--- src/rtl/tle_pkg.sv ---
package tle_pkg;

   // Default line capacity in characters
   localparam int unsigned LINE_MAX_DEF = 256;

   // Key bytes the editor recognises
   localparam logic [7:0] KEY_CTRL_A = 8'h01;
   localparam logic [7:0] KEY_CTRL_E = 8'h05;
   localparam logic [7:0] KEY_BS     = 8'h08;
   localparam logic [7:0] KEY_NL     = 8'h0a;
   localparam logic [7:0] KEY_CTRL_K = 8'h0b;
   localparam logic [7:0] KEY_ESC    = 8'h1b;
   localparam logic [7:0] KEY_DIGIT3 = 8'h33;
   localparam logic [7:0] KEY_UP_C   = 8'h43;
   localparam logic [7:0] KEY_UP_D   = 8'h44;
   localparam logic [7:0] KEY_UP_F   = 8'h46;
   localparam logic [7:0] KEY_UP_H   = 8'h48;
   localparam logic [7:0] KEY_LBR    = 8'h5b;
   localparam logic [7:0] KEY_TILDE  = 8'h7e;
   localparam logic [7:0] KEY_DEL    = 8'h7f;

   // Key classes handed from datapath to controller
   localparam logic [3:0] KC_OTHER  = 4'd0;
   localparam logic [3:0] KC_BS     = 4'd1;
   localparam logic [3:0] KC_ESC    = 4'd2;
   localparam logic [3:0] KC_CTRL_A = 4'd3;
   localparam logic [3:0] KC_CTRL_E = 4'd4;
   localparam logic [3:0] KC_CTRL_K = 4'd5;
   localparam logic [3:0] KC_NL     = 4'd6;
   localparam logic [3:0] KC_LBR    = 4'd7;
   localparam logic [3:0] KC_DIGIT3 = 4'd8;
   localparam logic [3:0] KC_TILDE  = 4'd9;
   localparam logic [3:0] KC_RIGHT  = 4'd10;
   localparam logic [3:0] KC_LEFT   = 4'd11;
   localparam logic [3:0] KC_END    = 4'd12;
   localparam logic [3:0] KC_HOME   = 4'd13;

   typedef struct packed {
      logic       mode;
      logic [7:0] key_byte;
      logic [7:0] read_index;
   } req_type;

   typedef struct packed {
      logic [8:0] cursor_pos;
      logic [8:0] line_length;
      logic       line_done;
      logic       char_dropped;
      logic [7:0] read_char;
   } rsp_type;

   // Controller to datapath
   typedef struct packed {
      logic load;
      logic clear_line;
      logic rd_index;
      logic latch_char;
      logic cur_inc;
      logic cur_dec;
      logic cur_home;
      logic cur_end;
      logic len_cut;
      logic len_dec;
      logic ptr_from_cur;
      logic ptr_from_cur_m1;
      logic ptr_from_len;
      logic shl_step;
      logic shr_step;
      logic put_key;
      logic set_done;
      logic set_dropped;
      logic respond;
   } cmd_type;

   // Datapath to controller
   typedef struct packed {
      logic       mode;
      logic [3:0] kclass;
      logic       cur_lt_len;
      logic       cur_nz;
      logic       len_lt_max;
      logic       shl_more;
      logic       shr_more;
   } sts_type;

   function automatic logic [3:0] key_class(input logic [7:0] key);
      logic [3:0] kc;
      unique case (key) inside
         KEY_BS, KEY_DEL: kc = KC_BS;
         KEY_ESC:         kc = KC_ESC;
         KEY_CTRL_A:      kc = KC_CTRL_A;
         KEY_CTRL_E:      kc = KC_CTRL_E;
         KEY_CTRL_K:      kc = KC_CTRL_K;
         KEY_NL:          kc = KC_NL;
         KEY_LBR:         kc = KC_LBR;
         KEY_DIGIT3:      kc = KC_DIGIT3;
         KEY_TILDE:       kc = KC_TILDE;
         KEY_UP_C:        kc = KC_RIGHT;
         KEY_UP_D:        kc = KC_LEFT;
         KEY_UP_F:        kc = KC_END;
         KEY_UP_H:        kc = KC_HOME;
         default:         kc = KC_OTHER;
      endcase
      return kc;
   endfunction

endpackage

--- src/rtl/tle_ctrl.sv ---
module tle_ctrl
   import tle_pkg::*;
(
   input  logic    clock,
   input  logic    reset,
   input  logic    start,
   output logic    busy,
   input  sts_type sts,
   output cmd_type cmd
);

   localparam logic [2:0] S_IDLE   = 3'd0;
   localparam logic [2:0] S_EXEC   = 3'd1;
   localparam logic [2:0] S_RDWAIT = 3'd2;
   localparam logic [2:0] S_SHL    = 3'd3;
   localparam logic [2:0] S_SHR    = 3'd4;
   localparam logic [2:0] S_PUT    = 3'd5;
   localparam logic [2:0] S_RESP   = 3'd6;

   localparam logic [1:0] PH_IDLE = 2'd0;
   localparam logic [1:0] PH_ESC  = 2'd1;
   localparam logic [1:0] PH_CSI  = 2'd2;
   localparam logic [1:0] PH_DEL  = 2'd3;

   logic [2:0] state_ff, state_in;
   logic [1:0] phase_ff, phase_in;
   logic       fin_ff, fin_in;

   assign busy = (state_ff != S_IDLE);

   // Next state and command decode
   always_comb begin
      state_in = state_ff;
      phase_in = phase_ff;
      fin_in   = fin_ff;
      cmd      = '0;
      unique case (state_ff)
         S_IDLE: begin
            if (start) begin
               cmd.load = 1'b1;
               state_in = S_EXEC;
            end
         end
         S_EXEC: begin
            if (sts.mode) begin
               cmd.rd_index = 1'b1;
               state_in     = S_RDWAIT;
            end else if (fin_ff) begin
               // new key after a finished line: start empty, then re-evaluate
               cmd.clear_line = 1'b1;
               fin_in         = 1'b0;
            end else begin
               state_in = S_RESP;
               unique case (phase_ff)
                  PH_ESC: begin
                     phase_in = (sts.kclass == KC_LBR) ? PH_CSI : PH_IDLE;
                  end
                  PH_CSI: begin
                     if (sts.kclass == KC_DIGIT3) begin
                        phase_in = PH_DEL;
                     end else begin
                        phase_in = PH_IDLE;
                        case (sts.kclass)
                           KC_RIGHT: cmd.cur_inc  = sts.cur_lt_len;
                           KC_LEFT:  cmd.cur_dec  = sts.cur_nz;
                           KC_END:   cmd.cur_end  = 1'b1;
                           KC_HOME:  cmd.cur_home = 1'b1;
                           default: ;
                        endcase
                     end
                  end
                  PH_DEL: begin
                     phase_in = PH_IDLE;
                     if (sts.kclass == KC_TILDE && sts.cur_lt_len) begin
                        cmd.ptr_from_cur = 1'b1;
                        state_in         = S_SHL;
                     end
                  end
                  default: begin
                     case (sts.kclass)
                        KC_BS: begin
                           if (sts.cur_nz) begin
                              cmd.cur_dec         = 1'b1;
                              cmd.ptr_from_cur_m1 = 1'b1;
                              state_in            = S_SHL;
                           end
                        end
                        KC_ESC:    phase_in     = PH_ESC;
                        KC_CTRL_A: cmd.cur_home = 1'b1;
                        KC_CTRL_E: cmd.cur_end  = 1'b1;
                        KC_CTRL_K: cmd.len_cut  = 1'b1;
                        KC_NL: begin
                           cmd.set_done = 1'b1;
                           fin_in       = 1'b1;
                        end
                        default: begin
                           if (sts.len_lt_max) begin
                              cmd.ptr_from_len = 1'b1;
                              state_in         = S_SHR;
                           end else begin
                              cmd.set_dropped = 1'b1;
                           end
                        end
                     endcase
                  end
               endcase
            end
         end
         S_RDWAIT: begin
            cmd.latch_char = 1'b1;
            state_in       = S_RESP;
         end
         S_SHL: begin
            if (sts.shl_more) begin
               cmd.shl_step = 1'b1;
            end else begin
               cmd.len_dec = 1'b1;
               state_in    = S_RESP;
            end
         end
         S_SHR: begin
            if (sts.shr_more) begin
               cmd.shr_step = 1'b1;
            end else begin
               state_in = S_PUT;
            end
         end
         S_PUT: begin
            cmd.put_key = 1'b1;
            state_in    = S_RESP;
         end
         S_RESP: begin
            cmd.respond = 1'b1;
            state_in    = S_IDLE;
         end
         default: begin
            state_in = S_IDLE;
         end
      endcase
   end

   always_ff @(posedge clock) begin
      if (reset) begin
         state_ff <= S_IDLE;
         phase_ff <= PH_IDLE;
         fin_ff   <= 1'b0;
      end else begin
         state_ff <= state_in;
         phase_ff <= phase_in;
         fin_ff   <= fin_in;
      end
   end

endmodule

--- src/rtl/tle_datapath.sv ---
module tle_datapath
   import tle_pkg::*;
#(
   parameter int unsigned LINE_MAX = LINE_MAX_DEF
)(
   input  logic    clock,
   input  logic    reset,
   input  req_type req_data,
   input  cmd_type cmd,
   output sts_type sts,
   output logic    rsp_strobe,
   output rsp_type rsp_data
);

   localparam int unsigned CW = $clog2(LINE_MAX + 1);
   localparam int unsigned AW = $clog2(LINE_MAX);

   req_type        req_ff;
   logic [CW-1:0]  cursor_ff, cursor_in;
   logic [CW-1:0]  length_ff, length_in;
   logic [CW-1:0]  ptr_ff, ptr_in;
   logic           wr_pend_ff;
   logic [AW-1:0]  wr_addr_ff, wr_addr_in;
   logic [7:0]     rd_data_ff;
   logic [7:0]     char_ff;
   logic           done_ff, dropped_ff;
   logic           rsp_strobe_ff;
   rsp_type        rsp_ff;

   logic [7:0]     line_mem [LINE_MAX];

   logic           rd_en;
   logic [AW-1:0]  rd_addr;
   logic [CW:0]    ptr_p1;
   logic [CW-1:0]  ptr_m1;
   logic [CW+7:0]  idx_ext, len_ext;
   logic [CW+8:0]  cur_out, len_out;

   assign ptr_p1  = {1'b0, ptr_ff} + 1'b1;
   assign ptr_m1  = ptr_ff - 1'b1;
   assign idx_ext = {{CW{1'b0}}, req_ff.read_index};
   assign len_ext = {8'b0, length_ff};
   assign cur_out = {9'b0, cursor_ff};
   assign len_out = {9'b0, length_ff};

   // Status for the controller
   always_comb begin
      sts.mode       = req_ff.mode;
      sts.kclass     = key_class(req_ff.key_byte);
      sts.cur_lt_len = (cursor_ff < length_ff);
      sts.cur_nz     = (cursor_ff != '0);
      sts.len_lt_max = (length_ff < CW'(LINE_MAX));
      sts.shl_more   = (ptr_p1 < {1'b0, length_ff});
      sts.shr_more   = (ptr_ff > cursor_ff);
   end

   // Read address select; shift steps queue a write for the following cycle
   always_comb begin
      rd_en      = cmd.rd_index | cmd.shl_step | cmd.shr_step;
      rd_addr    = idx_ext[AW-1:0];
      wr_addr_in = ptr_ff[AW-1:0];
      if (cmd.shl_step) begin
         rd_addr = ptr_p1[AW-1:0];
      end else if (cmd.shr_step) begin
         rd_addr = ptr_m1[AW-1:0];
      end
   end

   // Line store: one write, one registered read
   always_ff @(posedge clock) begin
      if (wr_pend_ff) begin
         line_mem[wr_addr_ff] <= rd_data_ff;
      end else if (cmd.put_key) begin
         line_mem[cursor_ff[AW-1:0]] <= req_ff.key_byte;
      end
      if (rd_en) begin
         rd_data_ff <= line_mem[rd_addr];
      end
   end

   // Cursor, length and shift pointer
   always_comb begin
      cursor_in = cursor_ff;
      length_in = length_ff;
      ptr_in    = ptr_ff;
      if (cmd.clear_line) begin
         cursor_in = '0;
         length_in = '0;
      end
      if (cmd.cur_inc)  cursor_in = cursor_ff + 1'b1;
      if (cmd.cur_dec)  cursor_in = cursor_ff - 1'b1;
      if (cmd.cur_home) cursor_in = '0;
      if (cmd.cur_end)  cursor_in = length_ff;
      if (cmd.len_cut)  length_in = cursor_ff;
      if (cmd.len_dec)  length_in = length_ff - 1'b1;
      if (cmd.put_key) begin
         cursor_in = cursor_ff + 1'b1;
         length_in = length_ff + 1'b1;
      end
      if (cmd.ptr_from_cur)    ptr_in = cursor_ff;
      if (cmd.ptr_from_cur_m1) ptr_in = cursor_ff - 1'b1;
      if (cmd.ptr_from_len)    ptr_in = length_ff;
      if (cmd.shl_step)        ptr_in = ptr_p1[CW-1:0];
      if (cmd.shr_step)        ptr_in = ptr_m1;
   end

   always_ff @(posedge clock) begin
      if (reset) begin
         cursor_ff     <= '0;
         length_ff     <= '0;
         wr_pend_ff    <= 1'b0;
         rsp_strobe_ff <= 1'b0;
      end else begin
         cursor_ff     <= cursor_in;
         length_ff     <= length_in;
         wr_pend_ff    <= cmd.shl_step | cmd.shr_step;
         rsp_strobe_ff <= cmd.respond;
      end
   end

   // Request capture, flags and result register
   always_ff @(posedge clock) begin
      ptr_ff     <= ptr_in;
      wr_addr_ff <= wr_addr_in;
      if (cmd.load) begin
         req_ff     <= req_data;
         char_ff    <= 8'h00;
         done_ff    <= 1'b0;
         dropped_ff <= 1'b0;
      end
      if (cmd.latch_char) begin
         char_ff <= (idx_ext < len_ext) ? rd_data_ff : 8'h00;
      end
      if (cmd.set_done)    done_ff    <= 1'b1;
      if (cmd.set_dropped) dropped_ff <= 1'b1;
      if (cmd.respond) begin
         rsp_ff.cursor_pos   <= cur_out[8:0];
         rsp_ff.line_length  <= len_out[8:0];
         rsp_ff.line_done    <= done_ff;
         rsp_ff.char_dropped <= dropped_ff;
         rsp_ff.read_char    <= char_ff;
      end
   end

   assign rsp_strobe = rsp_strobe_ff;
   assign rsp_data   = rsp_ff;

   a_no_write_clash: assert property (@(posedge clock) disable iff (reset)
      !(wr_pend_ff && cmd.put_key))
      else $error("shift write and key write in the same cycle");

   a_len_bound: assert property (@(posedge clock) disable iff (reset)
      length_ff <= CW'(LINE_MAX))
      else $error("line length beyond capacity");

   a_cur_bound: assert property (@(posedge clock) disable iff (reset)
      cursor_ff <= length_ff)
      else $error("cursor beyond line length");

   a_single_strobe: assert property (@(posedge clock) disable iff (reset)
      rsp_strobe_ff |=> !rsp_strobe_ff)
      else $error("result strobe held for two cycles");

endmodule

--- src/rtl/terminal_line_editor_core.sv ---
// Terminal line editor. Pulse start with req_data while busy is low; one result
// follows on rsp_data, marked by rsp_strobe for a single cycle, and must be taken
// then since the receiver cannot stall the block. The first key after a finished
// line clears the line before it is handled. Backspace and delete walk the tail
// of the line one character per cycle through the line store, and an insert does
// the same in the other direction. The line store is not cleared at reset; only
// characters at positions below the line length are ever returned.
module terminal_line_editor_core
   import tle_pkg::*;
#(
   parameter int unsigned LINE_MAX = LINE_MAX_DEF
)(
   input  logic    clock,
   input  logic    reset,
   input  logic    start,
   output logic    busy,
   input  req_type req_data,
   output logic    rsp_strobe,
   output rsp_type rsp_data
);

   cmd_type cmd;
   sts_type sts;

   tle_ctrl u_ctrl (
      .clock (clock),
      .reset (reset),
      .start (start),
      .busy  (busy),
      .sts   (sts),
      .cmd   (cmd)
   );

   tle_datapath #(
      .LINE_MAX (LINE_MAX)
   ) u_datapath (
      .clock      (clock),
      .reset      (reset),
      .req_data   (req_data),
      .cmd        (cmd),
      .sts        (sts),
      .rsp_strobe (rsp_strobe),
      .rsp_data   (rsp_data)
   );

endmodule

--- config.mk ---
export PLATFORM = sky130hd
export DESIGN_NAME = terminal_line_editor_core
export DESIGN_NICKNAME = d
export VERILOG_FILES = /design/src/rtl/tle_pkg.sv /design/src/rtl/tle_ctrl.sv /design/src/rtl/tle_datapath.sv /design/src/rtl/terminal_line_editor_core.sv
export SDC_FILE = /design/constraint.sdc
export NUM_CORES = 2
export LEC_CHECK = 0
export ABC_AREA = 1
export BUFFER_PORTS_ARGS = -buffer_cell sky130_fd_sc_hd__buf_2
export CORE_MARGIN = 1
export CORE_UTILIZATION = 25
export CTS_BUF_LIST = sky130_fd_sc_hd__clkbuf_8
export CTS_CLUSTER_DIAMETER = 40
export DETAILED_ROUTE_END_ITERATION = 10
export GPL_ROUTABILITY_DRIVEN = 0
export HOLD_SLACK_MARGIN = 0.05
export SLEW_MARGIN = 40
export SYNTH_ARGS = -nofsm -noshare
export SYNTH_HDL_FRONTEND = slang
export SYNTH_SLANG_ARGS = --single-unit
export TNS_END_PERCENT = 10
--- constraint.sdc ---
create_clock -name clock -period 16.01 [get_ports clock]
set_input_delay 3.202 -clock clock [delete_from_list [all_inputs] [get_ports clock]]
set_output_delay 3.202 -clock clock [all_outputs]
set_load 0.1 [all_outputs]
==> results.md <==
- Starting DRT DRC Count: between 7,000 and 8,000
- Final period util: between 40% and 50%
- Sequential share of the synthesized area: around two thirds
- Avg Cell Area, Syn: ~11 um2
- Switching power: between 6000 and 7000 uW
- Via/cell ratio: approximately 4.6
- Total GRT Usage: around 14%
- DP HPWL: between 150,000 and 200,000 um
- DRC: 0
- Post_cts resized: 0
- Hold Buf Count CTS: 0
- Total grt overflow: 0
- Main flop type after synthesis: edfxtp_1
- Final setup fails: 0
- Yosys top cell area share: about two thirds
- Sw Ratio: 38.45%
- NumNets Final: 9,040
- WP data required: around 17,000 ps
- Most common cell after layout, fill and taps aside: edfxtp_1
- Non-filler cells, final: 14,310
- WHS Path Cells: 0
- First-pass iteration count of the detailed router: 9
- Die width: ~620 um
- Pre-CTS setup slack: around 8600 ps
- Postcts setup bufs: 0
- First-pass GRT wire length: ~400,000 um
- Xor/xnor share of the synthesized area: less than 1%
- #FFs+latches synth: roughly 2,200
- Post-route setup slack: 8618 ps
- EDFF count, synth: 2,118
- Area of the core: between 300,000 and 400,000 um2
- IO buf count: around 50
- # IOs: 50
- Largest net degree at the start of global routing: 164
- Overall Power: around 18,000 uW
- Worst skew pair latency: 1100 ps
- P_int: about 11,000 uW
- RSZ-0062 raised after global routing: false
- Final wirelength: ~280,000 um
- Clock tree buffer depth: 4
- Die area: roughly 390,000 um2
- Fin. Hold Viols: 0
- Fin. max-slew vios: 0
- Initial Utilization: 25.13%
- Die height: approximately 620 um
- Clock Skew: between 80 and 90 ps
- Post-synthesis mux area share: 0%
- Power Dens Cells: 163.5 nW/um2
- CTS tree: yes
- Worst VDD drop: approximately 0.00013 V
- Logic pwr share: 32.2%
- Layout cells sized above 1: under 10%
- Fin crit period: roughly 7400 ps
- Asr flop ratio synth: 0%
- Leak pwr: around 0.041 uW
- Via count: 66,130
- Synthesis Warnings: 0
- Worst Hold Class: register to register
- Largest family of logic cells by synthesized area: simple AND/OR/NAND/NOR gates
- Compound-cell area share of the yosys netlist: 1.864%
- Clock sink count: between 2,000 and 2,500
- Crit path arrival time: 8230 ps
- Crit start category: register
- Status: complete, no violations
- Antenna-violating nets left: 0
- Max-cap violations: 0
- Worst-path clk slew: ~70 ps
- Mapped Nets: 9,022
- Synth area leaders: edfxtp_1 66%, nand3_1 9.4%, nand2_1 7.5%
- Sum Neg Setup Slack: 0 ps
- Crit. End Element: register
- CP Max Fanout: 163
- Number of global-route vias before repair: 62,230
- Yosys cell types: 46
- Area grow syn2layout: 13.52%
- Row cnt: around 230
- Syn Inst Count: roughly 9,000
- Initial antenna violation count: 8
- H-tree depth: 5
- Post-synth top area cell: edfxtp_1
- Slew of the pin with the lowest slew margin: about 960 ps
- Clk root buf: clkbuf_8
- Seq pwr share: around two fifths
- CTS buffer count: roughly 400
- Post-Synth Simple-Gate Area: a little under a quarter
- WL per Instance: between 15 and 20 um
- Rel. slew slack: a little over a third
- Dpl cells: roughly 14,000
- Adder-cell share of the synthesized area: less than 1%
- Clock share of power: 27.9%
- Most frequent cells in the layout: 2,118 x edfxtp_1, 1,914 x nand2_1, 1,802 x nand3_1
- Fmax: ~140 MHz
- Cell area after synthesis: approximately 96,000 um2
- Worst reg2reg path depth: 25
- Setup CP Type: register to register
-- cell families after synthesis --
group	Yosys count
buffers and inverters	1807
flip-flops	2154
AO/OA/AOI/OAI	278
AND/OR/NAND/NOR	4647
XOR/XNOR	30
adder cells (fa/ha/maj)	43
-- metrics by stage --
| stage | util [%] | cell area, um2 | hold WS (ps) |
|---|---|---|---|
| final | 28.52 | 109000 | 415.6 |
| after global routing | 28.52 | 109000 | 419.8 |
| after CTS | 28.45 | 108800 | 409.5 |
| after detailed placement | 26.53 | 101400 | 409.8 |
| after global placement | 26.45 | 101100 | 403.0 |
| after floorplan | - | 96050 | 398.4 |
-- per-layer routing --
metal,wire [um],GRT usage [%],up-vias
met5,90,0,-
met4,8836,4.998,10
met3,24330,2.786,519
met2,127100,21.77,2959
met1,117800,18.70,32120
li1,-,-,30520
-- cell usage after synthesis, types with 36 or more instances --
| cell | instances |
|---|---|
| nand3b_1 | 498 |
| dfxtp_1 | 36 |
| o21ai_0 | 66 |
| o211ai_1 | 119 |
| buf_2 | 267 |
| buf_4 | 52 |
| nor2_1 | 347 |
| edfxtp_1 | 2118 |
| nand3_1 | 1810 |
| ha_1 | 43 |
| inv_1 | 1250 |
| a21oi_1 | 58 |
| clkbuf_1 | 190 |
| nand2_1 | 1928 |
-- worst max-delay path: stages, from the launching register on --
cell and delay, ps:
edfxtp_1 520, ha_1 250, nand2_1 80, nor2_1 150
inv_1 80, nor2_1 160, inv_1 70, o21ai_0 240
inv_1 70, ha_1 170, o21bai_2 180, inv_2 120
nand4_4 630, nand2_8 790, buf_12 590, buf_4 740
buf_4 740, nand2_1 110, nand3_1 100, nand3_1 110
nand3_1 190, nand3_1 140, nand3_1 140, nand3_1 80
nand3_1 320, nand2_1 110
-- area by class of cell --
cell class | instances | area (um2)
clock buffer | 408 | 5615
antenna | 2 | 5.005
inverter | 1259 | 4751
multi-input combinational | 4998 | 24740
timing repair buffer | 165 | 1567
clock inverter | 288 | 1734
sequential | 2154 | 64320
tap | 5038 | 6304
fill | 39610 | 273300
-- worst paths after layout --
check                           slack, ps                        to                  start
worst min register to register        420    u_datapath.rsp_data[6]  u_datapath.char_ff[6]
worst max register to register       8620  u_datapath.rd_data_ff[1]   u_datapath.ptr_ff[0]
worst min-delay path                  420    u_datapath.rsp_data[6]  u_datapath.char_ff[6]
worst max-delay path                 8620  u_datapath.rd_data_ff[1]   u_datapath.ptr_ff[0]
-- power by group through the flow --
stage	Combinational, uW	Clock [uW]	Sequential, uW
after floorplan	3400	0	7730
after global placement	5550	0	7240
after detailed placement	5630	0	7230
after CTS	5650	5050	7110
after global routing	6130	5290	7120
final	5740	4970	7120
-- sequential cells by signal, summed over array words and instances (netlist names), 2 cells and up --
register / cells
u_ctrl.phase_ff: 2
u_ctrl.state_ff: 3
u_datapath.char_ff: 8
u_datapath.cursor_ff: 9
u_datapath.idx_ext: 8
u_datapath.length_ff: 9
u_datapath.line_mem: 2048
u_datapath.ptr_ff: 9
u_datapath.rd_data_ff: 8
u_datapath.req_ff: 8
u_datapath.rsp_data: 28
u_datapath.wr_addr_ff: 8
Power figures use the tool's default switching activity.
